==> src/rtl/rectangle_set_difference_unit_defines.svh <==
// Assertion macros for the rectangle set difference unit.
// Used by the top level only; expects clk_i and rst_ni in scope.
`ifndef RECTANGLE_SET_DIFFERENCE_UNIT_DEFINES_SVH
`define RECTANGLE_SET_DIFFERENCE_UNIT_DEFINES_SVH

// Check a condition at every rising clock edge outside reset.
`define RSD_ASSERT_ALWAYS(lbl, cond, msg) \
  lbl: assert property (@(posedge clk_i) disable iff (!rst_ni) (cond)) else $error(msg);

// Check that a consequent holds in the same cycle as its antecedent.
`define RSD_ASSERT_IMPLIES(lbl, ante, cons, msg) \
  lbl: assert property (@(posedge clk_i) disable iff (!rst_ni) (ante) |-> (cons)) \
    else $error(msg);

`endif

==> src/rtl/rsd_pkg.sv <==
// Shared types and constants of the rectangle set difference unit.
// No dependencies; imported by every module of the block.
package rsd_pkg;

  localparam int unsigned CAPACITY_DEF   = 16;
  localparam int unsigned COORD_BITS_DEF = 32;
  localparam int unsigned FIELD_BITS     = 32;
  localparam int unsigned QUEUE_DEPTH    = 4;

  typedef enum logic [1:0] {
    KIND_LOAD     = 2'd0,
    KIND_SUBTRACT = 2'd1,
    KIND_EMIT     = 2'd2
  } kind_e;

  typedef enum logic [2:0] {
    ST_IDLE,
    ST_SUB_READ,
    ST_SUB_CALC,
    ST_SUB_WRITE,
    ST_EMIT_READ,
    ST_EMIT_OUT
  } back_state_e;

  typedef struct packed {
    logic [1:0]                   kind;
    logic signed [FIELD_BITS-1:0] left_edge;
    logic signed [FIELD_BITS-1:0] bottom_edge;
    logic signed [FIELD_BITS-1:0] right_edge;
    logic signed [FIELD_BITS-1:0] top_edge;
  } in_t;

  typedef struct packed {
    logic signed [FIELD_BITS-1:0] out_left;
    logic signed [FIELD_BITS-1:0] out_bottom;
    logic signed [FIELD_BITS-1:0] out_right;
    logic signed [FIELD_BITS-1:0] out_top;
    logic                         out_valid;
    logic                         out_last;
    logic                         overflow;
  } out_t;

  // Classified command; coordinates already reduced to the coordinate width
  // and sign-extended back to the field width.
  typedef struct packed {
    kind_e                        kind;
    logic signed [FIELD_BITS-1:0] left_edge;
    logic signed [FIELD_BITS-1:0] bottom_edge;
    logic signed [FIELD_BITS-1:0] right_edge;
    logic signed [FIELD_BITS-1:0] top_edge;
  } cmd_t;

endpackage

==> src/rtl/rsd_queue.sv <==
// Short command queue between the front end and the back end.
// Depends on rsd_pkg for the command type and depth.
module rsd_queue import rsd_pkg::*; (
  input  logic clk_i,
  input  logic rst_ni,
  input  logic push_i,
  input  cmd_t cmd_i,
  output logic full_o,
  input  logic pop_i,
  output logic empty_o,
  output cmd_t head_o
);

  localparam int unsigned PtrW = $clog2(QUEUE_DEPTH);

  cmd_t            entry_q [QUEUE_DEPTH];
  logic [PtrW-1:0] wr_ptr_q, wr_ptr_d, rd_ptr_q, rd_ptr_d;
  logic [PtrW:0]   fill_q, fill_d;
  logic            do_push, do_pop;

  assign full_o  = (fill_q == (PtrW+1)'(QUEUE_DEPTH));
  assign empty_o = (fill_q == '0);
  assign head_o  = entry_q[rd_ptr_q];
  assign do_push = push_i && !full_o;
  assign do_pop  = pop_i && !empty_o;

  always_comb begin
    wr_ptr_d = do_push ? wr_ptr_q + PtrW'(1) : wr_ptr_q;
    rd_ptr_d = do_pop ? rd_ptr_q + PtrW'(1) : rd_ptr_q;
    fill_d   = fill_q + (PtrW+1)'(do_push) - (PtrW+1)'(do_pop);
  end

  always_ff @(posedge clk_i or negedge rst_ni) begin
    if (!rst_ni) begin
      wr_ptr_q <= '0;
      rd_ptr_q <= '0;
      fill_q   <= '0;
    end else begin
      wr_ptr_q <= wr_ptr_d;
      rd_ptr_q <= rd_ptr_d;
      fill_q   <= fill_d;
    end
  end

  always_ff @(posedge clk_i) begin
    if (do_push) begin
      entry_q[wr_ptr_q] <= cmd_i;
    end
  end

endmodule

==> config.mk <==
export PLATFORM = sky130hd
export DESIGN_NAME = rsd_queue
export DESIGN_NICKNAME = d
export VERILOG_FILES = /design/src/rtl/rectangle_set_difference_unit_defines.svh /design/src/rtl/rsd_pkg.sv /design/src/rtl/rsd_queue.sv
export SDC_FILE = /design/constraint.sdc
export NUM_CORES = 1
export LEC_CHECK = 0
export BUFFER_PORTS_ARGS = -buffer_cell sky130_fd_sc_hd__buf_2
export CELL_PAD_IN_SITES_DETAIL_PLACEMENT = 1
export CELL_PAD_IN_SITES_GLOBAL_PLACEMENT = 2
export CORE_MARGIN = 5
export CORE_UTILIZATION = 30
export DETAILED_ROUTE_END_ITERATION = 6
export GPL_ROUTABILITY_DRIVEN = 0
export GPL_TIMING_DRIVEN = 1
export HOLD_SLACK_MARGIN = 0.03
export PLACE_DENSITY = 0.67
export SLEW_MARGIN = 25
export SYNTH_ARGS = -nofsm -noshare
export SYNTH_HDL_FRONTEND = slang
export SYNTH_SLANG_ARGS = --single-unit
==> constraint.sdc <==
create_clock -name clk_i -period 4.25 [get_ports clk_i]
set_input_delay 0.6375 -clock clk_i [delete_from_list [all_inputs] [get_ports clk_i]]
set_output_delay 0.6375 -clock clk_i [all_outputs]
set_load 0.05 [all_outputs]
==> summary.log <==
qor: grt.global_route_total_overflow 0
qor: sta.grt_setup_unrepaired false
qor: min_path.hp-start cmd_i[108]
qor: min_path.min-delay-path-class in2reg
qor: floorplan.num_rows 92
qor: cts.clock_latency 0.58 ns
qor: route.drt-initial-drc-count 532
qor: synth.ys_top_cells_by_count sky130_fd_sc_hd__edfxtp_1, sky130_fd_sc_hd__mux4_2, sky130_fd_sc_hd__buf_2
qor: pwr.power_density_of_the_placed_cells 818.5 nW/um2
qor: layout.fin_nets 1178
qor: cts.tritoncts.num_buffers 57
qor: sta.fmax 0.2930 GHz
qor: route.drtPass1Iterations 4
qor: grt.pin_count_of_the_biggest_net_entering_global_routing 68
qor: layout.post_route_cells_drive_above_1_share 46.67%
qor: cts.max_h_tree_level 2
qor: cts.clockBufferDepth 3
qor: floorplan.die_footprint 69210 um2
qor: synth.postSynthCellCount 721
qor: sta.shortest_clock_period_the_worst_path_allows_after_layout 3.413 ns
qor: synth.synth.cell_area 19220 um2
qor: sta.timing.final.hold_violations 0
qor: route.drtAntennaViolNets 0
qor: grt.antenna_found_initial 7
qor: place.place.port_buffers 265
qor: critical_path.setup.worst_path.start_class flop
qor: cts.numClockSinks 527
qor: critical_path.timing.critical_path.slowest_cell_delay 1.01 ns
qor: cts.clk_root_buffer_cell sky130_fd_sc_hd__clkbuf_16
qor: status.outcome completed
qor: run.drv.max_cap_violation_count 0
qor: critical_path.critical_path.slowest_cell sky130_fd_sc_hd__dfrtp_4
qor: layout.final_cell_count_no_fill 1930
qor: synth.synth_top_flop_cell sky130_fd_sc_hd__edfxtp_1
qor: grt.grt_pass1_wl 63420 um
qor: min_path.hold_depth 1
qor: sta.finalClockSkew 0.009147 ns
qor: synth.synthesis.nets 862
qor: synth.synth-warning-count 0
qor: critical_path.path_max_fanout 34
qor: grt.grt_usage 11.96%
qor: synth.synth_area_per_cell 26.65 um2
qor: floorplan.start_util 30.35%
qor: synth.synth_enable_flop_cells 520
qor: critical_path.timing.critical_path.arrival 2.78 ns
qor: route.avgRoutedWirePerCell 21.93 um
qor: layout.syn2layout_area_growth 22.52%
qor: layout.post-route-cell-area 23540 um2
qor: synth.synth-seq-cells 527
qor: sta.postLayoutSetupSlackWorst 0.8371 ns
qor: route.routed_wirelength 42320 um
qor: place.hpwlAfterDp 25840 um
qor: critical_path.timing.critical_path.required 3.61 ns
qor: critical_path.rr_startpoint fill_q[1]$_DFF_PN0_
qor: pwr.post-layout-total-power 19.27 mW
qor: critical_path.cp_cell_sequence buf_4, mux4_2, buf_2
qor: place.place_inst 1823
qor: synth.synthArstFlopShare 1.328%
qor: floorplan.die_w 263.1 um
qor: floorplan.design.core.area 63310 um2
qor: sta.setup_viol_count_final 0
qor: sta.fin_setup_tns 0 ns
qor: sta.report.final.slew_viol_count 0
qor: pwr.power.static_leakage 7.888 nW
qor: critical_path.crit-reg2reg-capture fill_q[2]$_DFF_PN0_
qor: layout.multi_input_area 3208 um2
qor: sta.worst_slew_pin_slew 0.8864 ns
qor: critical_path.worst-r2r-setup-slack 1.97 ns
qor: cts.clkTransAtPathRegs 0.06 ns
qor: cts.cts-hold-fix-buffers 1
qor: synth.synth.top_cells.by_area sky130_fd_sc_hd__edfxtp_1, sky130_fd_sc_hd__mux4_2, sky130_fd_sc_hd__dfrtp_1, sky130_fd_sc_hd__buf_6, sky130_fd_sc_hd__buf_2
qor: critical_path.critical_path_class reg2out
qor: sta.slew_hr 40.91%
qor: sta.post-route-period-util 80.30%
qor: route.drt-vias-per-instance 4.522
qor: layout.fill_cells 6167
qor: cts.cts_tree done
qor: synth.yosys.area.top_type_share 81.26%
qor: critical_path.timing.reg2reg.worst_path_depth 8
qor: synth.cell_with_the_most_instances_after_synthesis sky130_fd_sc_hd__edfxtp_1
qor: critical_path.crit_family flip-flops
qor: place.place_ws 1.311 ns
qor: route.num_vias 8728
qor: grt.grt_pass1_vias 9857
qor: floorplan.ios 266
qor: critical_path.worst-path-buf-inv 2
qor: route.detail_route.drc_violations 0
qor: cts.cts.repair.resized 0
qor: layout.final-seq-area 15800 um2
qor: min_path.holdPathEnd entry_q[0][108]$_DFFE_PP_
qor: floorplan.die_height 263.1 um
qor: synth.synth_top_area_cell sky130_fd_sc_hd__edfxtp_1
qor: synth.yosys.cell_types.count 21
qor: cts.cts.repair_timing.setup_buffer_count 0
qor: pwr.worst_ir_drop_vdd 0.0004632 V
qor: critical_path.cp-end-kind primary output
qor: synth.seq_area_frac_synth 82.17%
qor: place.dpl-instance-area 21720 um2
-- cell type report --
class | count | share of cell area, %
diodes | 2 | 0.02126
clock buffers | 71 | 6.372
clock inverters | 33 | 1.302
inverters | 6 | 0.09566
multi-input cells | 158 | 13.63
flip-flops and latches | 527 | 67.10
well taps | 846 | 4.496
repair buffers | 287 | 6.983
-- per-stage QoR --
| stage | hold slack, ns | utilization, % |
|---|---|---|
| after global placement | 0.4889 | 34.31 |
| after floorplan | 0.3419 | - |
| after CTS | 0.2029 | 37.18 |
| after global routing | 0.2121 | 37.18 |
| final | 0.2638 | 37.19 |
| after detailed placement | 0.4887 | 34.31 |
-- worst max path at each step --
stage,from,end,cells past startpoint
finish,rd_ptr_q[0]$_DFFE_PN0P_,head_o[105],3
global route,rd_ptr_q[0]$_DFFE_PN0P_,head_o[123],3
CTS,rd_ptr_q[0]$_DFFE_PN0P_,head_o[5],3
detailed placement,rd_ptr_q[0]$_DFFE_PN0P_,head_o[5],3
global placement,rd_ptr_q[0]$_DFFE_PN0P_,head_o[5],3
floorplan,fill_q[2]$_DFF_PN0_,entry_q[0][0]$_DFFE_PP_,2
-- sequential cells by signal, indices dropped and copies added (netlist names) --
signal / cells
rd_ptr_q: 2
entry_q: 520
wr_ptr_q: 2
fill_q: 3
-- layout by cell type (no fill, tap or decap), types with 4 or more instances in the layout --
master,n
sky130_fd_sc_hd__buf_12,12
sky130_fd_sc_hd__clkinv_1,9
sky130_fd_sc_hd__edfxtp_1,520
sky130_fd_sc_hd__nand2b_1,4
sky130_fd_sc_hd__clkbuf_16,58
sky130_fd_sc_hd__inv_1,6
sky130_fd_sc_hd__bufinv_16,5
sky130_fd_sc_hd__buf_4,9
sky130_fd_sc_hd__and3b_4,4
sky130_fd_sc_hd__clkinv_2,13
sky130_fd_sc_hd__clkbuf_1,13
sky130_fd_sc_hd__dfrtp_1,5
sky130_fd_sc_hd__buf_2,265
sky130_fd_sc_hd__ha_1,6
sky130_fd_sc_hd__xnor2_1,4
sky130_fd_sc_hd__mux4_2,130
-- kinds of logic (layout without fill, tap and decap cells) --
| logic type | Yosys count | after routing | share of synthesized area (%) |
|---|---|---|---|
| compound gates | 4 | 4 | 0.1628 |
| xor+xnor | 4 | 4 | 0.1823 |
| fa+ha+maj | 7 | 7 | 0.4948 |
| buf+inv | 36 | 397 | 1.211 |
| flops | 527 | 527 | 82.17 |
| mux | 130 | 130 | 15.24 |
| other cells | 0 | 2 | 0 |
| simple gates | 13 | 13 | 0.5403 |
-- report_power, final --
group	internal, mW	switching [mW]	leakage [nW]
registers	6.84	0.427	4.84
clock network	2.80	1.94	0.886
logic	2.18	5.08	2.16
-- routing by layer --
metal,track usage [%],part of all wire [%],up-vias,wire [um]
li1,-,-,3772,-
met1,15.54,42,4647,17760
met2,19.61,49,230,20760
met3,4.118,7.1,71,3007
met4,2.741,1.7,8,733
met5,0,0.13,-,55
Power figures use the tool's default switching activity.
