<file path="config.mk">
export PLATFORM = sky130hd
export DESIGN_NAME = rsd_back
export DESIGN_NICKNAME = d
export VERILOG_FILES = /design/src/rtl/rectangle_set_difference_unit_defines.svh /design/src/rtl/rsd_pkg.sv /design/src/rtl/rsd_back.sv
export SDC_FILE = /design/constraint.sdc
export NUM_CORES = 2
export LEC_CHECK = 0
export BUFFER_PORTS_ARGS = -buffer_cell sky130_fd_sc_hd__buf_2
export CAP_MARGIN = 5
export CORE_MARGIN = 4
export CORE_UTILIZATION = 30
export CTS_CLUSTER_SIZE = 12
export DETAILED_ROUTE_END_ITERATION = 6
export PLACE_DENSITY = 0.53
export SLEW_MARGIN = 20
export SYNTH_ARGS = -nofsm -noshare
export SYNTH_HDL_FRONTEND = slang
export SYNTH_SLANG_ARGS = --single-unit
</file>
<file path="constraint.sdc">
create_clock -name clk_i -period 18.6 [get_ports clk_i]
set_input_delay 2.79 -clock clk_i [delete_from_list [all_inputs] [get_ports clk_i]]
set_output_delay 2.79 -clock clk_i [all_outputs]
set_load 0.005 [all_outputs]
</file>
<file path="src/rtl/rectangle_set_difference_unit_defines.svh">
// Assertion macros for the rectangle set difference unit.
// Used by the top level only; expects clk_i and rst_ni in scope.
`ifndef RECTANGLE_SET_DIFFERENCE_UNIT_DEFINES_SVH
`define RECTANGLE_SET_DIFFERENCE_UNIT_DEFINES_SVH

// Check a condition at every rising clock edge outside reset.
`define RSD_ASSERT_ALWAYS(lbl, cond, msg) \
  lbl: assert property (@(posedge clk_i) disable iff (!rst_ni) (cond)) else $error(msg);

// Check that a consequent holds in the same cycle as its antecedent.
`define RSD_ASSERT_IMPLIES(lbl, ante, cons, msg) \
  lbl: assert property (@(posedge clk_i) disable iff (!rst_ni) (ante) |-> (cons)) \
    else $error(msg);

`endif

</file>
<file path="src/rtl/rsd_pkg.sv">
// Shared types and constants of the rectangle set difference unit.
// No dependencies; imported by every module of the block.
package rsd_pkg;

  localparam int unsigned CAPACITY_DEF   = 16;
  localparam int unsigned COORD_BITS_DEF = 32;
  localparam int unsigned FIELD_BITS     = 32;
  localparam int unsigned QUEUE_DEPTH    = 4;

  typedef enum logic [1:0] {
    KIND_LOAD     = 2'd0,
    KIND_SUBTRACT = 2'd1,
    KIND_EMIT     = 2'd2
  } kind_e;

  typedef enum logic [2:0] {
    ST_IDLE,
    ST_SUB_READ,
    ST_SUB_CALC,
    ST_SUB_WRITE,
    ST_EMIT_READ,
    ST_EMIT_OUT
  } back_state_e;

  typedef struct packed {
    logic [1:0]                   kind;
    logic signed [FIELD_BITS-1:0] left_edge;
    logic signed [FIELD_BITS-1:0] bottom_edge;
    logic signed [FIELD_BITS-1:0] right_edge;
    logic signed [FIELD_BITS-1:0] top_edge;
  } in_t;

  typedef struct packed {
    logic signed [FIELD_BITS-1:0] out_left;
    logic signed [FIELD_BITS-1:0] out_bottom;
    logic signed [FIELD_BITS-1:0] out_right;
    logic signed [FIELD_BITS-1:0] out_top;
    logic                         out_valid;
    logic                         out_last;
    logic                         overflow;
  } out_t;

  // Classified command; coordinates already reduced to the coordinate width
  // and sign-extended back to the field width.
  typedef struct packed {
    kind_e                        kind;
    logic signed [FIELD_BITS-1:0] left_edge;
    logic signed [FIELD_BITS-1:0] bottom_edge;
    logic signed [FIELD_BITS-1:0] right_edge;
    logic signed [FIELD_BITS-1:0] top_edge;
  } cmd_t;

endpackage

</file>
<file path="src/rtl/rsd_back.sv">
// Back end: rectangle store in two banks, subtract and emit sequencer,
// output register. Depends on rsd_pkg; drains rsd_queue.
module rsd_back import rsd_pkg::*; #(
  parameter int unsigned Capacity  = CAPACITY_DEF,
  parameter int unsigned CoordBits = COORD_BITS_DEF,
  localparam int unsigned CntW     = $clog2(Capacity + 1)
) (
  input  logic            clk_i,
  input  logic            rst_ni,
  input  cmd_t            cmd_i,
  input  logic            cmd_empty_i,
  output logic            cmd_pop_o,
  output logic            out_valid_o,
  input  logic            out_stall_i,
  output out_t            out_item_o,
  output logic [CntW-1:0] rect_count_o
);

  localparam int unsigned IdxW  = (Capacity > 1) ? $clog2(Capacity) : 1;
  localparam int unsigned WordW = 4 * CoordBits;
  localparam int unsigned Depth = 2 ** (IdxW + 1);

  back_state_e state_q, state_d;

  logic [WordW-1:0] rect_mem [Depth];
  logic [WordW-1:0] rd_data_q;
  logic             rd_en, wr_en;
  logic [IdxW:0]    rd_addr, wr_addr;
  logic [WordW-1:0] wr_data;

  cmd_t             cmd_q, cmd_d;
  logic [CntW-1:0]  count_q, count_d, idx_q, idx_d, n_q, n_d, idx_inc;
  logic             bank_q, bank_d, ovf_q, ovf_d;
  logic [WordW-1:0] piece_q [4];
  logic [WordW-1:0] piece_d [4];
  logic [3:0]       pmask_q, pmask_d;
  logic [1:0]       sel;
  logic             last_src;

  out_t             out_q, out_d;
  logic             out_valid_q, out_valid_d, out_free;

  logic signed [CoordBits-1:0] al, ab, ar, at, ql, qb, qr, qt, il, ib, ir, it;

  assign al = rd_data_q[4*CoordBits-1 -: CoordBits];
  assign ab = rd_data_q[3*CoordBits-1 -: CoordBits];
  assign ar = rd_data_q[2*CoordBits-1 -: CoordBits];
  assign at = rd_data_q[CoordBits-1 -: CoordBits];
  assign ql = CoordBits'(cmd_q.left_edge);
  assign qb = CoordBits'(cmd_q.bottom_edge);
  assign qr = CoordBits'(cmd_q.right_edge);
  assign qt = CoordBits'(cmd_q.top_edge);
  assign il = (al > ql) ? al : ql;
  assign ib = (ab > qb) ? ab : qb;
  assign ir = (ar < qr) ? ar : qr;
  assign it = (at < qt) ? at : qt;

  assign idx_inc  = idx_q + CntW'(1);
  assign last_src = (idx_inc == count_q);
  assign out_free = !out_valid_q || !out_stall_i;

  always_comb begin
    state_d     = state_q;
    cmd_d       = cmd_q;
    count_d     = count_q;
    idx_d       = idx_q;
    n_d         = n_q;
    bank_d      = bank_q;
    ovf_d       = ovf_q;
    piece_d     = piece_q;
    pmask_d     = pmask_q;
    out_d       = out_q;
    out_valid_d = out_valid_q && out_stall_i;
    cmd_pop_o   = 1'b0;
    rd_en       = 1'b0;
    rd_addr     = {bank_q, idx_q[IdxW-1:0]};
    wr_en       = 1'b0;
    wr_addr     = {bank_q, count_q[IdxW-1:0]};
    wr_data     = {CoordBits'(cmd_i.left_edge), CoordBits'(cmd_i.bottom_edge),
                   CoordBits'(cmd_i.right_edge), CoordBits'(cmd_i.top_edge)};
    sel         = 2'd0;

    unique case (state_q)
      ST_IDLE: begin
        if (!cmd_empty_i) begin
          unique case (cmd_i.kind)
            KIND_LOAD: begin
              cmd_pop_o = 1'b1;
              if (count_q == CntW'(Capacity)) begin
                ovf_d = 1'b1;
              end else begin
                wr_en   = 1'b1;
                count_d = count_q + CntW'(1);
              end
            end
            KIND_SUBTRACT: begin
              cmd_pop_o = 1'b1;
              cmd_d     = cmd_i;
              idx_d     = '0;
              n_d       = '0;
              if (count_q == '0) begin
                bank_d = ~bank_q;
              end else begin
                state_d = ST_SUB_READ;
              end
            end
            KIND_EMIT: begin
              idx_d = '0;
              if (count_q != '0) begin
                cmd_pop_o = 1'b1;
                state_d   = ST_EMIT_READ;
              end else if (out_free) begin
                // empty list: one marker item, then clear the flag
                cmd_pop_o         = 1'b1;
                out_d             = '0;
                out_d.out_last    = 1'b1;
                out_d.overflow    = ovf_q;
                out_valid_d       = 1'b1;
                ovf_d             = 1'b0;
              end
            end
            default: cmd_pop_o = 1'b1;
          endcase
        end
      end
      ST_SUB_READ: begin
        rd_en   = 1'b1;
        state_d = ST_SUB_CALC;
      end
      ST_SUB_CALC: begin
        piece_d[0] = {al, it, ar, at};
        piece_d[1] = {al, ab, ar, ib};
        piece_d[2] = {al, ib, il, it};
        piece_d[3] = {ir, ib, ar, it};
        if (il >= ir || ib >= it) begin
          // no overlap: keep the rectangle as it is
          piece_d[0] = rd_data_q;
          pmask_d    = 4'b0001;
          state_d    = ST_SUB_WRITE;
        end else begin
          pmask_d = {ir < ar, al < il, ab < ib, it < at};
          if (pmask_d != 4'b0000) begin
            state_d = ST_SUB_WRITE;
          end else if (last_src) begin
            bank_d  = ~bank_q;
            count_d = n_q;
            state_d = ST_IDLE;
          end else begin
            idx_d   = idx_inc;
            state_d = ST_SUB_READ;
          end
        end
      end
      ST_SUB_WRITE: begin
        priority if (pmask_q[0]) sel = 2'd0;
        else if (pmask_q[1])     sel = 2'd1;
        else if (pmask_q[2])     sel = 2'd2;
        else                     sel = 2'd3;
        wr_addr = {~bank_q, n_q[IdxW-1:0]};
        wr_data = piece_q[sel];
        if (n_q < CntW'(Capacity)) begin
          wr_en = 1'b1;
          n_d   = n_q + CntW'(1);
        end else begin
          ovf_d = 1'b1;
        end
        pmask_d = pmask_q & ~(4'b0001 << sel);
        if (pmask_d == 4'b0000) begin
          if (last_src) begin
            bank_d  = ~bank_q;
            count_d = n_d;
            state_d = ST_IDLE;
          end else begin
            idx_d   = idx_inc;
            state_d = ST_SUB_READ;
          end
        end
      end
      ST_EMIT_READ: begin
        rd_en   = 1'b1;
        state_d = ST_EMIT_OUT;
      end
      ST_EMIT_OUT: begin
        if (out_free) begin
          out_d.out_left   = FIELD_BITS'(al);
          out_d.out_bottom = FIELD_BITS'(ab);
          out_d.out_right  = FIELD_BITS'(ar);
          out_d.out_top    = FIELD_BITS'(at);
          out_d.out_valid  = 1'b1;
          out_d.out_last   = last_src;
          out_d.overflow   = ovf_q;
          out_valid_d      = 1'b1;
          if (last_src) begin
            count_d = '0;
            ovf_d   = 1'b0;
            state_d = ST_IDLE;
          end else begin
            idx_d   = idx_inc;
            state_d = ST_EMIT_READ;
          end
        end
      end
      default: state_d = ST_IDLE;
    endcase
  end

  always_ff @(posedge clk_i or negedge rst_ni) begin
    if (!rst_ni) begin
      state_q     <= ST_IDLE;
      count_q     <= '0;
      idx_q       <= '0;
      n_q         <= '0;
      bank_q      <= 1'b0;
      ovf_q       <= 1'b0;
      pmask_q     <= '0;
      out_valid_q <= 1'b0;
    end else begin
      state_q     <= state_d;
      count_q     <= count_d;
      idx_q       <= idx_d;
      n_q         <= n_d;
      bank_q      <= bank_d;
      ovf_q       <= ovf_d;
      pmask_q     <= pmask_d;
      out_valid_q <= out_valid_d;
    end
  end

  always_ff @(posedge clk_i) begin
    cmd_q   <= cmd_d;
    piece_q <= piece_d;
    out_q   <= out_d;
  end

  always_ff @(posedge clk_i) begin
    if (wr_en) begin
      rect_mem[wr_addr] <= wr_data;
    end
    if (rd_en) begin
      rd_data_q <= rect_mem[rd_addr];
    end
  end

  assign out_valid_o  = out_valid_q;
  assign out_item_o   = out_q;
  assign rect_count_o = count_q;

endmodule

</file>
==> impl_metrics.csv <==
group,metric,value,unit
outcome,outcome,"complete, no violations",
cells_and_area,area_growth,14.8,%
synthesis,syn_area,191000,um2
placed_design,dp_cells,18300,
route,met2WireLength,291000,um
min_path,hold_depth,0,
power_and_ir_drop,irDropWorstVdd,0.317,mV
sta,period_needed,7.92,ns
cells_and_area,fin_cells,19100,
cells_and_area,drive_above_1_share,22.1,%
floorplanning,die_y,806,um
sta,relSlewSlack,10.3,%
cells_and_area,layout_common_cells,"edfxtp_1 (4771), mux4_2 (980), mux2i_1 (559)",
placed_design,port_buffers,271,
setup_path,cpMostUsedCell,"nand4_1",
route,wl_met3,45200,um
setup_path,end_kind,"flop",
synthesis,synth_edf_count,4771,
global_route,grt_max_degree,162,
clock_network,cts.path.max_buffers,4,
route,routed_wl,607000,um
clock_network,cts_made_buffers,485,
route,post_drt_wl_per_cell,31.8,um
clock_network,post_cts_buffers,0,
sta,hold_viol_final,0,
clock_network,clk-insertion-delay-late,1.09,ns
route,drc_errors,0,
sta,finalSetupViolCount,0,
sta,fin_setup_tns,0,ns
clock_network,cts_hold_buffers,0,
sta,fmax,0.126,GHz
setup_path,cp_max_fo,62,
clock_network,cts_resized,0,
global_route,grt_pass1_vias,99700,
global_route,antenna_found_initial,98,
floorplanning,die_x,806,um
setup_path,critPathLaunchType,"flop",
synthesis,seq_area_frac_synth,75.2,%
cells_and_area,nets,10800,
min_path,worstHoldStart,"rd_data_q[2]",
route,post_drt_via_cell_ratio,5.27,
synthesis,synth-main-ff-cell,"edfxtp_1",
placed_design,gp_congestion,0.876,
floorplanning,design.core.area,636000,um2
synthesis,netlist_instances,9772,
placed_design,dp_slack,10.74,ns
floorplanning,initial_utilization,30.1,%
synthesis,syn-num-nets,10200,
setup_path,crit_arrival,8.72,ns
route,top_layer_used,"met5",
clock_network,clkSinkCount,4796,
synthesis,syn_avg_cell_area,19.6,um2
setup_path,path_cells,"ha_1 > nand4_1 > nor4_1 > nand3_1 > a31oi_1 > or3_1 > nand3_4 > mux2i_1 > inv_1 > ha_1 > nand4_1 > nor3_1 > nand4_1 > a31oi_1 > a2bb2oi_1 > a211o_2 > buf_4 > o21ai_0",
sta,rsz0062_at_grt,"false",
synthesis,ys_async_sr_fraction,0.521,%
setup_path,max_stage_delay,0.99,ns
global_route,grt.total_usage,18.1,%
sta,skew,0.136,ns
route,via_count,101000,
setup_path,slowest_stage,"a2bb2oi_1",
min_path,hold_class,"flop to flop",
global_route,overflow,0,
cells_and_area,layout_commonest_cell,"edfxtp_1",
setup_path,worstPathRequired,19.40,ns
route,ant_nets,0,
route,drt_pass1_iterations,6,
synthesis,ys_types,81,
sta,drv_slew,0,
clock_network,cts_tree,"built",
setup_path,crit-reg2reg-launch,"rd_data_q[91]",
setup_path,criticalPathCategory,"flop to flop",
global_route,grt_pass1_wl,834000,um
sta,layout_setup_ws,10.68,ns
synthesis,yosys_warnings,0,
job,cap_violations,0,
setup_path,reg2regPathDepth,18,
placed_design,hpwl,346000,um
clock_network,clk_pin_slew,0.06,ns
power_and_ir_drop,powerDensity,151,nW/um2
route,wl_met1,255000,um
sta,worst_pin_slew,1.33,ns
cells_and_area,nFillCells,59300,
floorplanning,row_count,293,
clock_network,htreeDepth,5,
floorplanning,ioPinCount,272,
power_and_ir_drop,power.leakage,70.4,nW
route,initialDrtViolationCount,12400,
setup_path,cp-startpoint,"rd_data_q[91]",
clock_network,clock_tree.root_cell,"clkbuf_16",
synthesis,ys_ff_latch,4796,
sta,period_share,42.6,%
floorplanning,die_area,650000,um2
## cells in the mapped netlist, types with 6 or more instances
cell type  count  area share, %
a211o_1       11          0.050
a211oi_1      34           0.13
a21o_1        40           0.16
a21oi_1      356           0.93
a221oi_1       6          0.027
a31oi_1       13          0.043
a32oi_1       16          0.073
and2_1        19          0.062
and3_1        72           0.24
buf_1        152           0.30
buf_2         27          0.071
clkbuf_1     310           0.61
dfrtp_1       25           0.33
edfxtp_1    4771             75
ha_1         317            2.1
inv_1        341           0.67
mux2_2        23           0.14
mux2i_1      559            2.9
mux4_2       980             12
nand2_1      533            1.0
nand2b_1      10          0.033
nand3_1       32          0.084
nand4_1       46           0.15
nor2_1       346           0.68
nor2b_1       11          0.036
nor3_1        49           0.13
nor4_1        11          0.036
o211ai_1      18          0.071
o21a_1        11          0.043
o21ai_0      201           0.53
o221ai_1     186           0.85
o22ai_1       86           0.28
o31ai_1       47           0.18
xnor2_1        9          0.041
## registers in the layout, summed over array words and instances, names as in the netlist
signal,count
qt,32
out_item_o,131
rect_mem,4096
qr,32
n_q,5
out_valid_o,1
qb,32
idx_q,5
ql,32
bank_q,1
rd_data_q,128
state_q,3
piece_q,288
pmask_q,4
rect_count_o,5
ovf_q,1
## logic make-up after synthesis
kind of cell               synth area share, %
xor gates and xnor gates                0.0458
AOI/OAI and AO/OA                         3.68
and+or+nand+nor                           2.62
adders and majority gates                 2.10
buffers and inverters                     1.69
DFF                                       75.2
muxes                                     14.6
## cell type report
cell class / instances / area, um2 / share of cell area [%]
well taps: 8407 / 10500 / 4.79
flip-flops and latches: 4796 / 144000 / 65.5
clock buffers: 629 / 12700 / 5.78
repair buffers: 592 / 4240 / 1.93
clock inverters: 186 / 1650 / 0.749
inverters: 341 / 1300 / 0.592
diodes: 29 / 72.6 / 0.0330
multi-input cells: 4140 / 45200 / 20.6
## routing by layer
layer,track usage (%),up-vias
li1,-,41100
met1,25.1,54600
met2,29.7,4255
met3,3.15,877
met4,4.54,50
met5,0,-
## stage by stage
step	power [mW]	area, um2	hold WS (ns)	util, %
4_1_cts	33.2	219000	0.435	34.5
3_3_place_gp	24.1	205000	0.436	32.2
2_1_floorplan	20.6	191000	0.426	-
6_report	33.1	220000	0.446	34.5
5_1_grt	34.4	220000	0.465	34.5
3_5_place_dp	24.1	205000	0.449	32.2
## where the power goes
group          internal (mW)  switching [mW]  total, mW
Sequential              14.0           0.630       14.7
Combinational           3.22            6.06       9.28
Clock                   4.95            4.17       9.12
Total                   22.2            10.9       33.1
## worst paths after layout
check	endpoint	slack, ns
min	piece_q[386]	0.45
min in group asynchronous	idx_q[1]	1.76
max reg2reg	piece_q[473]	10.68
max in group asynchronous	state_q[0]	16.26
min reg2reg	piece_q[386]	0.45
max	piece_q[473]	10.68
## worst max-delay path: cells and delay by family (launching register included)
| kind | cells | cell delay (ns) |
|---|---|---|
| AND/OR/NAND/NOR | 8 | 2.75 |
| AO/OA/AOI/OAI | 5 | 2.24 |
| adder cells (fa/ha/maj) | 2 | 0.76 |
| multiplexers | 1 | 0.48 |
| buffers and inverters | 2 | 0.65 |
| flip-flops | 1 | 0.61 |
Note: power is estimated with default switching activity, not from simulation.
