$ cat config.mk
export PLATFORM = sky130hd
export DESIGN_NAME = rsd_front
export DESIGN_NICKNAME = d
export VERILOG_FILES = /design/src/rtl/rectangle_set_difference_unit_defines.svh /design/src/rtl/rsd_pkg.sv /design/src/rtl/rsd_front.sv
export SDC_FILE = /design/constraint.sdc
export NUM_CORES = 1
export LEC_CHECK = 0
export ABC_AREA = 1
export BUFFER_PORTS_ARGS = -buffer_cell sky130_fd_sc_hd__buf_4
export CAP_MARGIN = 20
export CORE_AREA = 2 2 102 104
export DETAILED_ROUTE_END_ITERATION = 10
export DIE_AREA = 0 0 104 106
export GPL_TIMING_DRIVEN = 0
export SYNTH_ARGS = -nofsm -noshare
export SYNTH_HDL_FRONTEND = slang
export SYNTH_SLANG_ARGS = --single-unit
$ cat constraint.sdc
create_clock -name vclk -period 2.7
set_input_delay 0.405 -clock vclk [all_inputs]
set_output_delay 0.405 -clock vclk [all_outputs]
set_load 0.01 [all_outputs]
$ cat src/rtl/rectangle_set_difference_unit_defines.svh
// Assertion macros for the rectangle set difference unit.
// Used by the top level only; expects clk_i and rst_ni in scope.
`ifndef RECTANGLE_SET_DIFFERENCE_UNIT_DEFINES_SVH
`define RECTANGLE_SET_DIFFERENCE_UNIT_DEFINES_SVH

// Check a condition at every rising clock edge outside reset.
`define RSD_ASSERT_ALWAYS(lbl, cond, msg) \
  lbl: assert property (@(posedge clk_i) disable iff (!rst_ni) (cond)) else $error(msg);

// Check that a consequent holds in the same cycle as its antecedent.
`define RSD_ASSERT_IMPLIES(lbl, ante, cons, msg) \
  lbl: assert property (@(posedge clk_i) disable iff (!rst_ni) (ante) |-> (cons)) \
    else $error(msg);

`endif

$ cat src/rtl/rsd_pkg.sv
// Shared types and constants of the rectangle set difference unit.
// No dependencies; imported by every module of the block.
package rsd_pkg;

  localparam int unsigned CAPACITY_DEF   = 16;
  localparam int unsigned COORD_BITS_DEF = 32;
  localparam int unsigned FIELD_BITS     = 32;
  localparam int unsigned QUEUE_DEPTH    = 4;

  typedef enum logic [1:0] {
    KIND_LOAD     = 2'd0,
    KIND_SUBTRACT = 2'd1,
    KIND_EMIT     = 2'd2
  } kind_e;

  typedef enum logic [2:0] {
    ST_IDLE,
    ST_SUB_READ,
    ST_SUB_CALC,
    ST_SUB_WRITE,
    ST_EMIT_READ,
    ST_EMIT_OUT
  } back_state_e;

  typedef struct packed {
    logic [1:0]                   kind;
    logic signed [FIELD_BITS-1:0] left_edge;
    logic signed [FIELD_BITS-1:0] bottom_edge;
    logic signed [FIELD_BITS-1:0] right_edge;
    logic signed [FIELD_BITS-1:0] top_edge;
  } in_t;

  typedef struct packed {
    logic signed [FIELD_BITS-1:0] out_left;
    logic signed [FIELD_BITS-1:0] out_bottom;
    logic signed [FIELD_BITS-1:0] out_right;
    logic signed [FIELD_BITS-1:0] out_top;
    logic                         out_valid;
    logic                         out_last;
    logic                         overflow;
  } out_t;

  // Classified command; coordinates already reduced to the coordinate width
  // and sign-extended back to the field width.
  typedef struct packed {
    kind_e                        kind;
    logic signed [FIELD_BITS-1:0] left_edge;
    logic signed [FIELD_BITS-1:0] bottom_edge;
    logic signed [FIELD_BITS-1:0] right_edge;
    logic signed [FIELD_BITS-1:0] top_edge;
  } cmd_t;

endpackage

$ cat src/rtl/rsd_front.sv
// Front end: accepts input items, reduces coordinates, drops empty loads and unknown kinds.
// Depends on rsd_pkg; feeds rsd_queue.
module rsd_front import rsd_pkg::*; #(
  parameter int unsigned CoordBits = COORD_BITS_DEF
) (
  input  logic in_valid_i,
  output logic in_stall_o,
  input  in_t  in_item_i,
  input  logic q_full_i,
  output logic push_o,
  output cmd_t cmd_o
);

  logic signed [CoordBits-1:0] l_c, b_c, r_c, t_c;
  logic                        keep;

  assign l_c = CoordBits'(in_item_i.left_edge);
  assign b_c = CoordBits'(in_item_i.bottom_edge);
  assign r_c = CoordBits'(in_item_i.right_edge);
  assign t_c = CoordBits'(in_item_i.top_edge);

  always_comb begin
    cmd_o.left_edge   = FIELD_BITS'(l_c);
    cmd_o.bottom_edge = FIELD_BITS'(b_c);
    cmd_o.right_edge  = FIELD_BITS'(r_c);
    cmd_o.top_edge    = FIELD_BITS'(t_c);
    cmd_o.kind        = KIND_LOAD;
    keep              = 1'b0;
    unique case (in_item_i.kind)
      KIND_LOAD: begin
        // drop empty rectangles here
        keep = (l_c < r_c) && (b_c < t_c);
      end
      KIND_SUBTRACT: begin
        cmd_o.kind = KIND_SUBTRACT;
        keep       = 1'b1;
      end
      KIND_EMIT: begin
        cmd_o.kind = KIND_EMIT;
        keep       = 1'b1;
      end
      default: keep = 1'b0;
    endcase
  end

  assign in_stall_o = q_full_i;
  assign push_o     = in_valid_i && !q_full_i && keep;

endmodule

==> metrics.yaml, run 1 <==
route:
  wl_per_cell_um: 10.2
  drc: 0
  vias: 3129
  met3_length_um: 730
  routed_wl_mm: 8.24
  via_per_inst: 3.89
  m1WireLength_mm: 3.09
  wl_met2_mm: 4.40
  highest_layer: "met4"
  drt-pass1-iter-count: 4
  drt_iter0_drc: 39
  postRouteAntennaNets: 0
finish:
  clockBufferCount: 0
  antennaDiodeCount: 0
  drive_gt1_frac: 0.593
  fin_nets: 869
  instances_no_fill: 805
  final_core_util: 0.485
  fillCellCount: 1010
  multi_input_area_um2: 1440
  syn2layout_area_growth_pct: 79.6
  seq_cell_count: 0
  regArea_um2: 0
place:
  placedCellCount: 805
  portBuffers: 264
  pre_cts_slack_ns: 0.299
  hpwl_mm: 7.87
  gp_congestion: 0.779
critical_path:
  critical_path.max_fanout: 4
  crit_path_start_kind: "input port"
  critPathKind: "input port to output pin"
  crit_path_end_kind: "output pin"
  cp.arrival_ns: 1.97
  critPathRequiredTime_ns: 2.30
synth:
  synthesis.nets: 603
  yosysWarnings: 0
  yosysUniqueCellTypes: 19
  yosysTopAreaCell: "buf_4"
  synth.area.top_cells: "buf_4 36%, ha_1 31%, inv_1 11%, nand2_1 7.9%, a21oi_1 6.1%"
  syn_area_per_cell_um2: 6.67
  synth_area_um2: 2700
  synth_top_area_share: 0.358
  ys_seq_area_frac: 0
  synthCells: 405
clocking:
  cts-resized-gates: 0
  cts_setup_buffers: 0
  hold_buffers: 0
floorplanning:
  boundaryPins: 264
  core_um2: 10000
  initial_core_util: 0.270
  die_h_um: 106
  dieWidth_um: 104
  die_area_um2: 11000
  num_rows: 37
sta:
  finalCritPeriodShare: 0.881
  fin_ws_ns: 0.321
  tightest_slew_ns: 0.237
  slew_headroom: 0.842
  fmax_ghz: 0.420
  finalSetupTns_ns: 0
  min_period_ns: 2.38
  rsz0062_at_grt: "no"
  finalHoldViolCount: 0
  whs_ns: 1.08
  finalSetupViolations: 0
  slew_violations: 0
grt:
  track_usage: 0.137
  antenna_found_initial: 0
  grt_max_degree: 5
  overflow: 0
  grt_pass1_wl_mm: 13.3
  grt_pass1_vias: 3099
status:
  status: "finished, final reports clean"
pwr:
  ir_worst_vdd_uv: 65.2
  power.leakage_nw: 3.07
  cellPowerDensity_nw_per_um2: 156
hold_path:
  min_path_type: "input port to output pin"
job:
  cap_viol_max_count: 0
==> critical path, cell delays in order <==
cell and delay [ns]:
buf_4 0.12, ha_1 0.33, nand2_2 0.10, nor4_4 0.30
and3_1 0.18, nand2_1 0.06, nand2_1 0.06, nand2_1 0.04
nand2_1 0.07, nand2_1 0.06, a21oi_2 0.11, buf_4 0.13
==> placed cells by master, fill, tap and decap left out <==
cell type	synthesis	layout
nand3_1	4	4
nor4_4	1	1
nor3_1	2	2
inv_1	78	78
nor2_4	1	1
o21a_1	2	2
a21oi_2	1	1
buf_4	129	393
and3_1	1	1
o21ai_1	2	2
nand2_2	1	1
nand4_1	3	3
a21oi_1	33	33
o21ai_0	6	6
ha_1	66	66
nor2_1	15	15
nand3b_1	1	1
nand2_1	57	57
o211ai_1	2	2
==> worst paths after layout <==
kind / start / slack [ns] / depth (start not counted) / endpoint
worst min-delay path: in_item_i[11] / 1.08 / 3 / cmd_o[11]
worst max-delay path: in_item_i[127] / 0.32 / 12 / push_o
==> kinds of logic (layout without fill, tap and decap cells) <==
kind of cell	Yosys count	in the layout	synth area share
fa+ha+maj	66	66	0.306
simple gates	86	86	0.138
compound gates	46	46	0.0903
buf+inv	207	471	0.467
==> layer usage <==
layer  track usage  up-vias
met4       0.00290        0
met2         0.289      150
li1              -     1668
met5             0        -
met3        0.0221        2
met1         0.149     1309
==> area by class of cell <==
cell class / instances / share of cell area
multi-input cells: 198 / 0.297
well taps: 136 / 0.0351
repair buffers: 264 / 0.408
inverters: 78 / 0.0603
plain buffers: 129 / 0.199
==> synth_stat cells <==
| cell type | count |
|---|---|
| buf_4 | 129 |
| inv_1 | 78 |
| ha_1 | 66 |
| nand2_1 | 57 |
| a21oi_1 | 33 |
| nor2_1 | 15 |
| o21ai_0 | 6 |
| nand3_1 | 4 |
| nand4_1 | 3 |
| nor3_1 | 2 |
| o211ai_1 | 2 |
| o21a_1 | 2 |
| o21ai_1 | 2 |
| a21oi_2 | 1 |
| and3_1 | 1 |
| nand2_2 | 1 |
| nand3b_1 | 1 |
| nor2_4 | 1 |
| nor4_4 | 1 |
==> report_power, final <==
group          total, W  internal [W]  leakage, nW  switching, W
clock network         0             0            0             0
logic          0.000758      0.000454         3.07      0.000303
registers             0             0            0             0
==> stage by stage <==
stage               total power, W  area (um^2)
CTS                       0.000770         4850
global route              0.000844         4850
global placement          0.000755         4850
finish                    0.000758         4850
detailed placement        0.000766         4850
floorplan                 0.000385         2700
(Power assumes the default switching activity.)
==> run 2, diff against run 1 <==
- clock period: 2.7 -> 2.4 ns (I/O delays scaled with it)
==> run 2 against run 1 <==
Against the previous run:
- cell count unchanged
- power increased by 14%
- largest cell class unchanged
- utilization increased by 0.34 points
- critical path depth increased by 3
- setup slack got worse by 0.17 ns
- final area increased by 0.70%
- highest routed layer unchanged
- first-iteration DRC count increased by 2.6%
- non-clock buffer count unchanged
- hold slack got worse by 0.090 ns
- combinational power increased by 14%
==> metrics.yaml, run 2 (synthesized netlist as in run 1, its figures left out) <==
grt:
  antenna_found_initial: 0  # unchanged
  grt_max_degree: 5  # unchanged
  gr-usage-met2: 0.289  # unchanged
  grt_pass1_wl_mm: 13.3  # unchanged
  grt_pass1_vias: 3099  # unchanged
  track_usage: 0.137  # unchanged
  use_met3: 0.0221  # unchanged
  grt_busiest_layer: "met2"
  met1_usage: 0.149  # unchanged
  overflow: 0  # unchanged
route:
  via_per_inst: 3.89  # +0.19%
  drc: 0  # unchanged
  drt-pass1-iter-count: 4  # unchanged
  drt_iter0_drc: 40  # +2.6%
  postRouteAntennaNets: 0  # unchanged
  vias: 3135  # +0.19%
  wl_per_cell_um: 10.3  # +0.45%
  routed_wl_mm: 8.28  # +0.45%
finish:
  syn2layout_area_growth_pct: 80.9
  fillCellCount: 1008  # -0.20%
  multi_input_area_um2: 1480  # +2.3%
  clockBufferCount: 0  # unchanged
  drive_gt1_frac: 0.601  # +0.00747
  regArea_um2: 0  # unchanged
  instances_no_fill: 805  # unchanged
  fin_nets: 869  # unchanged
  seq_cell_count: 0  # unchanged
  final_common_cell: "buf_4"
  layout_common_cells: "393 x buf_4, 78 x inv_1, 64 x ha_1, 55 x nand2_1, 32 x a21oi_1"
  antennaDiodeCount: 0  # unchanged
place:
  portBuffers: 264  # unchanged
  placedCellCount: 805  # unchanged
  gp_congestion: 0.779  # unchanged
  pre_cts_slack_ns: 0.0890  # -0.210 ns
  hpwl_mm: 7.87  # unchanged
critical_path:
  crit_path_start_kind: "input port"
  cp.arrival_ns: 1.89  # -0.08 ns
  critPathKind: "input port to output pin"
  critical_path.max_fanout: 2  # -2
  critPathRequiredTime_ns: 2.04  # -0.26 ns
  crit_path_end_kind: "output pin"
sta:
  rsz0062_at_grt: "no"
  finalHoldViolCount: 0  # unchanged
  tightest_slew_ns: 0.224  # -0.0126 ns
  fmax_ghz: 0.444
  finalSetupViolations: 0  # unchanged
  fin_ws_ns: 0.146  # -0.175 ns
  slew_headroom: 0.849  # +0.00730
  finalCritPeriodShare: 0.939
  min_period_ns: 2.25
  finalSetupTns_ns: 0  # unchanged
  slew_violations: 0  # unchanged
floorplanning:
  num_rows: 37  # unchanged
  initial_core_util: 0.270  # unchanged
  dieWidth_um: 104  # unchanged
  die_area_um2: 11000  # unchanged
  core_um2: 10000  # unchanged
  boundaryPins: 264  # unchanged
  die_h_um: 106  # unchanged
hold_path:
  hp-start: "in_item_i[11]"
  min_path_type: "input port to output pin"
  min_to: "cmd_o[11]"
  hold_depth: 3  # unchanged
job:
  cap_viol_max_count: 0  # unchanged
pwr:
  power.leakage_nw: 3.07  # about the same
  cellPowerDensity_nw_per_um2: 176  # +13%
  ir_worst_vdd_uv: 73.3  # +13%
status:
  status: "finished, final reports clean"
clocking:
  hold_buffers: 0  # unchanged
-- run 2: cell counts in the layout (fill, tap and decap cells not counted) --
No cell type changed its count.
-- run 2: worst max-delay path, cell delays in order --
cell and delay (ns):
buf_4 0.09, inv_1 0.04, ha_1 0.29, a21oi_1 0.15, nor2_1 0.05, nor3_1 0.17
nand2_1 0.08, nand2_1 0.06, nand2_1 0.07, nand2_2 0.08, a21oi_2 0.07, nor2_4 0.10
nand2_1 0.06, a21oi_2 0.11, buf_4 0.13
-- run 2: what timing repair did --
| item | in CTS | in global routing |
|---|---|---|
| endpoints found under the setup margin | 0 | 1 |
| setup buffers | 0 | 0 |
| endpoints found under the hold margin | 0 | 0 |
| resized for setup | 0 | 5 |
-- run 2: area by class of cell --
type                            instances  area share
Timing Repair Buffer                  264       0.405
Multi-Input combinational cell        198       0.302
Inverter                               78      0.0599
Buffer                                129       0.198
Tap cell                              136      0.0348
-- run 2: power breakdown --
part / internal (W) / switching (W) / total, W
clock network: 0 / 0 / 0
logic: 0.000516 / 0.000345 / 0.000861
registers: 0 / 0 / 0
-- run 2: metal layers --
layer	part of all wire	wire length, um
met1	0.38	3110
met2	0.53	4420
met3	0.088	727
met4	0.0023	19
met5	0	0
-- run 2: how the worst max path moves through the flow --
stage,start,end,slack (ns)
floorplan,in_item_i[63],push_o,0.40
global placement,in_item_i[127],push_o,0.10
detailed placement,in_item_i[63],push_o,0.09
CTS,in_item_i[63],push_o,0.08
global route,in_item_i[61],push_o,0.005
finish,in_item_i[5],push_o,0.15
-- run 2: through the flow --
| stage | hold WS [ns] | cell area [um^2] | utilization | power, W |
|---|---|---|---|---|
| finish | 0.989 | 4890 | 0.489 | 0.000861 |
| global route | 0.996 | 4890 | 0.489 | 0.000958 |
| CTS | 0.991 | 4850 | 0.485 | 0.000867 |
| detailed placement | 0.990 | 4850 | 0.485 | 0.000862 |
| global placement | 0.992 | 4850 | 0.485 | 0.000850 |
| floorplan | 0.812 | 2700 | - | 0.000433 |
==> run 3, diff against run 2 <==
- CORE_AREA: 2 2 102 104 -> 2 2 101 103
- DIE_AREA: 0 0 104 106 -> 0 0 103 105
==> run 3 against run 2 <==
Against the previous run:
- power is essentially flat
- critical endpoint unchanged
- final area about the same
- global-route usage fell by 0.19 points
- combinational power about the same
- sequential share of layout area is the same
- largest power group unchanged
==> metrics.yaml, run 3 (synthesized netlist as in run 1, its figures left out) <==
pwr:
  cellPowerDensity_nw_per_um2: 176  # about the same
  power_w: 0.000862  # about the same
  ir_worst_vdd_uv: 70.6  # -3.8%
  power.leakage_nw: 3.08  # about the same
finish:
  syn2layout_area_growth_pct: 80.8  # about the same
  regArea_um2: 0  # unchanged
  fin_nets: 869  # unchanged
  fillCellCount: 996  # -1.2%
  seq_cell_count: 0  # unchanged
  clockBufferCount: 0  # unchanged
  antennaDiodeCount: 0  # unchanged
  instances_no_fill: 802  # -0.37%
  multi_input_area_um2: 1480  # +0.17%
  layout_common_cells: "393 x buf_4, 78 x inv_1, 65 x ha_1, 54 x nand2_1, 30 x a21oi_1"
  drive_gt1_frac: 0.605  # +0.00448
  final_common_cell: "buf_4"
grt:
  antenna_found_initial: 0  # unchanged
  track_usage: 0.136  # -0.00185
  grt_pass1_wl_mm: 12.3  # -7.3%
  grt_pass1_vias: 2857  # -7.8%
  overflow: 0  # unchanged
  grt_max_degree: 5  # unchanged
sta:
  finalSetupTns_ns: 0  # unchanged
  rsz0062_at_grt: "no"
  finalSetupViolations: 0  # unchanged
  finalHoldViolCount: 0  # unchanged
  fmax_ghz: 0.444  # about the same
  slew_violations: 0  # unchanged
  finalCritPeriodShare: 0.938  # about the same
  min_period_ns: 2.25  # -0.00205 ns
  tightest_slew_ns: 0.220  # -0.00472 ns
  slew_headroom: 0.853  # +0.00317
critical_path:
  cp.arrival_ns: 1.89  # about the same
  critPathKind: "input port to output pin"
  crit_path_end_kind: "output pin"
  worstPathCellList: "buf_4 > inv_1 > ha_4 > nand2_2 > nor4_4 > and3_1 > nand2_1 > nand2_1 > nand2_1 > nand2_2 > nand2_2 > a21oi_2 > buf_4"
  critPathRequiredTime_ns: 2.04  # about the same
  cp_slowest_cell: "nor4_4"
  critical_path.max_fanout: 4  # +2
  crit_path_start_kind: "input port"
  slowest_delay_ns: 0.29  # about the same
route:
  postRouteAntennaNets: 0  # unchanged
  drc: 0  # unchanged
  via_per_inst: 3.91  # +0.44%
  vias: 3137  # +0.064%
  drt-pass1-iter-count: 4  # unchanged
  drt_iter0_drc: 36  # -10%
  routed_wl_mm: 8.33  # +0.63%
  wl_per_cell_um: 10.4  # +1.0%
floorplanning:
  core_um2: 9640  # -3.6%
  die_area_um2: 10800  # -1.9%
  initial_core_util: 0.280  # +0.0101
  boundaryPins: 264  # unchanged
  num_rows: 36  # -2.7%
  die_h_um: 105  # -0.94%
  dieWidth_um: 103  # -0.96%
place:
  placedCellCount: 802  # -0.37%
  hpwl_mm: 7.98  # +1.4%
  gp_congestion: 0.777  # -0.24%
  portBuffers: 264  # unchanged
status:
  status: "finished, final reports clean"
hold_path:
  min_path_type: "input port to output pin"
clocking:
  cts_setup_buffers: 0  # unchanged
job:
  cap_viol_max_count: 0  # unchanged
## run 3: what timing repair did
item                       4_1_cts  5_1_grt
gates resized for setup          0        8
hold buffers                     0        0
setup endpoints to repair        0        1
## run 3: power breakdown
| part | internal [W] | switching, W |
|---|---|---|
| Sequential | 0 | 0 |
| Clock | 0 | 0 |
| Combinational | 0.000515 | 0.000346 |
## run 3: final timing paths
check                     start        end  cells past startpoint
hold / removal    in_item_i[64]  cmd_o[64]                      3
setup / recovery  in_item_i[63]     push_o                     13
## run 3: worst max-delay path, delay by kind of cell
family | cells | cell delay (ns)
AND/OR/NAND/NOR | 8 | 0.86
buffers and inverters | 3 | 0.29
adder cells (fa/ha/maj) | 1 | 0.28
AO/OA/AOI/OAI | 1 | 0.11
## run 3: cell type report
cell class | instances | share of cell area
plain buffers | 129 | 0.198
inverters | 78 | 0.0599
multi-input cells | 198 | 0.302
well taps | 133 | 0.0341
repair buffers | 264 | 0.406
## run 3: layer usage
| layer | global-route usage | wire, um | vias up |
|---|---|---|---|
| met2 | 0.292 | 4580 | 146 |
| met5 | 0 | 0 | - |
| met1 | 0.144 | 2950 | 1317 |
| li1 | - | - | 1674 |
| met3 | 0.0100 | 796 | 0 |
| met4 | 0 | 0 | 0 |
## run 3: stage by stage
step           hold WS, ns  worst slack, ns  cell area (um^2)   util
2_1_floorplan        0.812            0.403              2700      -
3_3_place_gp         0.992           0.0924              4850  0.503
3_5_place_dp         0.991           0.0696              4850  0.503
4_1_cts              0.992           0.0656              4850  0.503
5_1_grt              0.995          0.00784              4890  0.507
6_report             0.990            0.148              4890  0.507
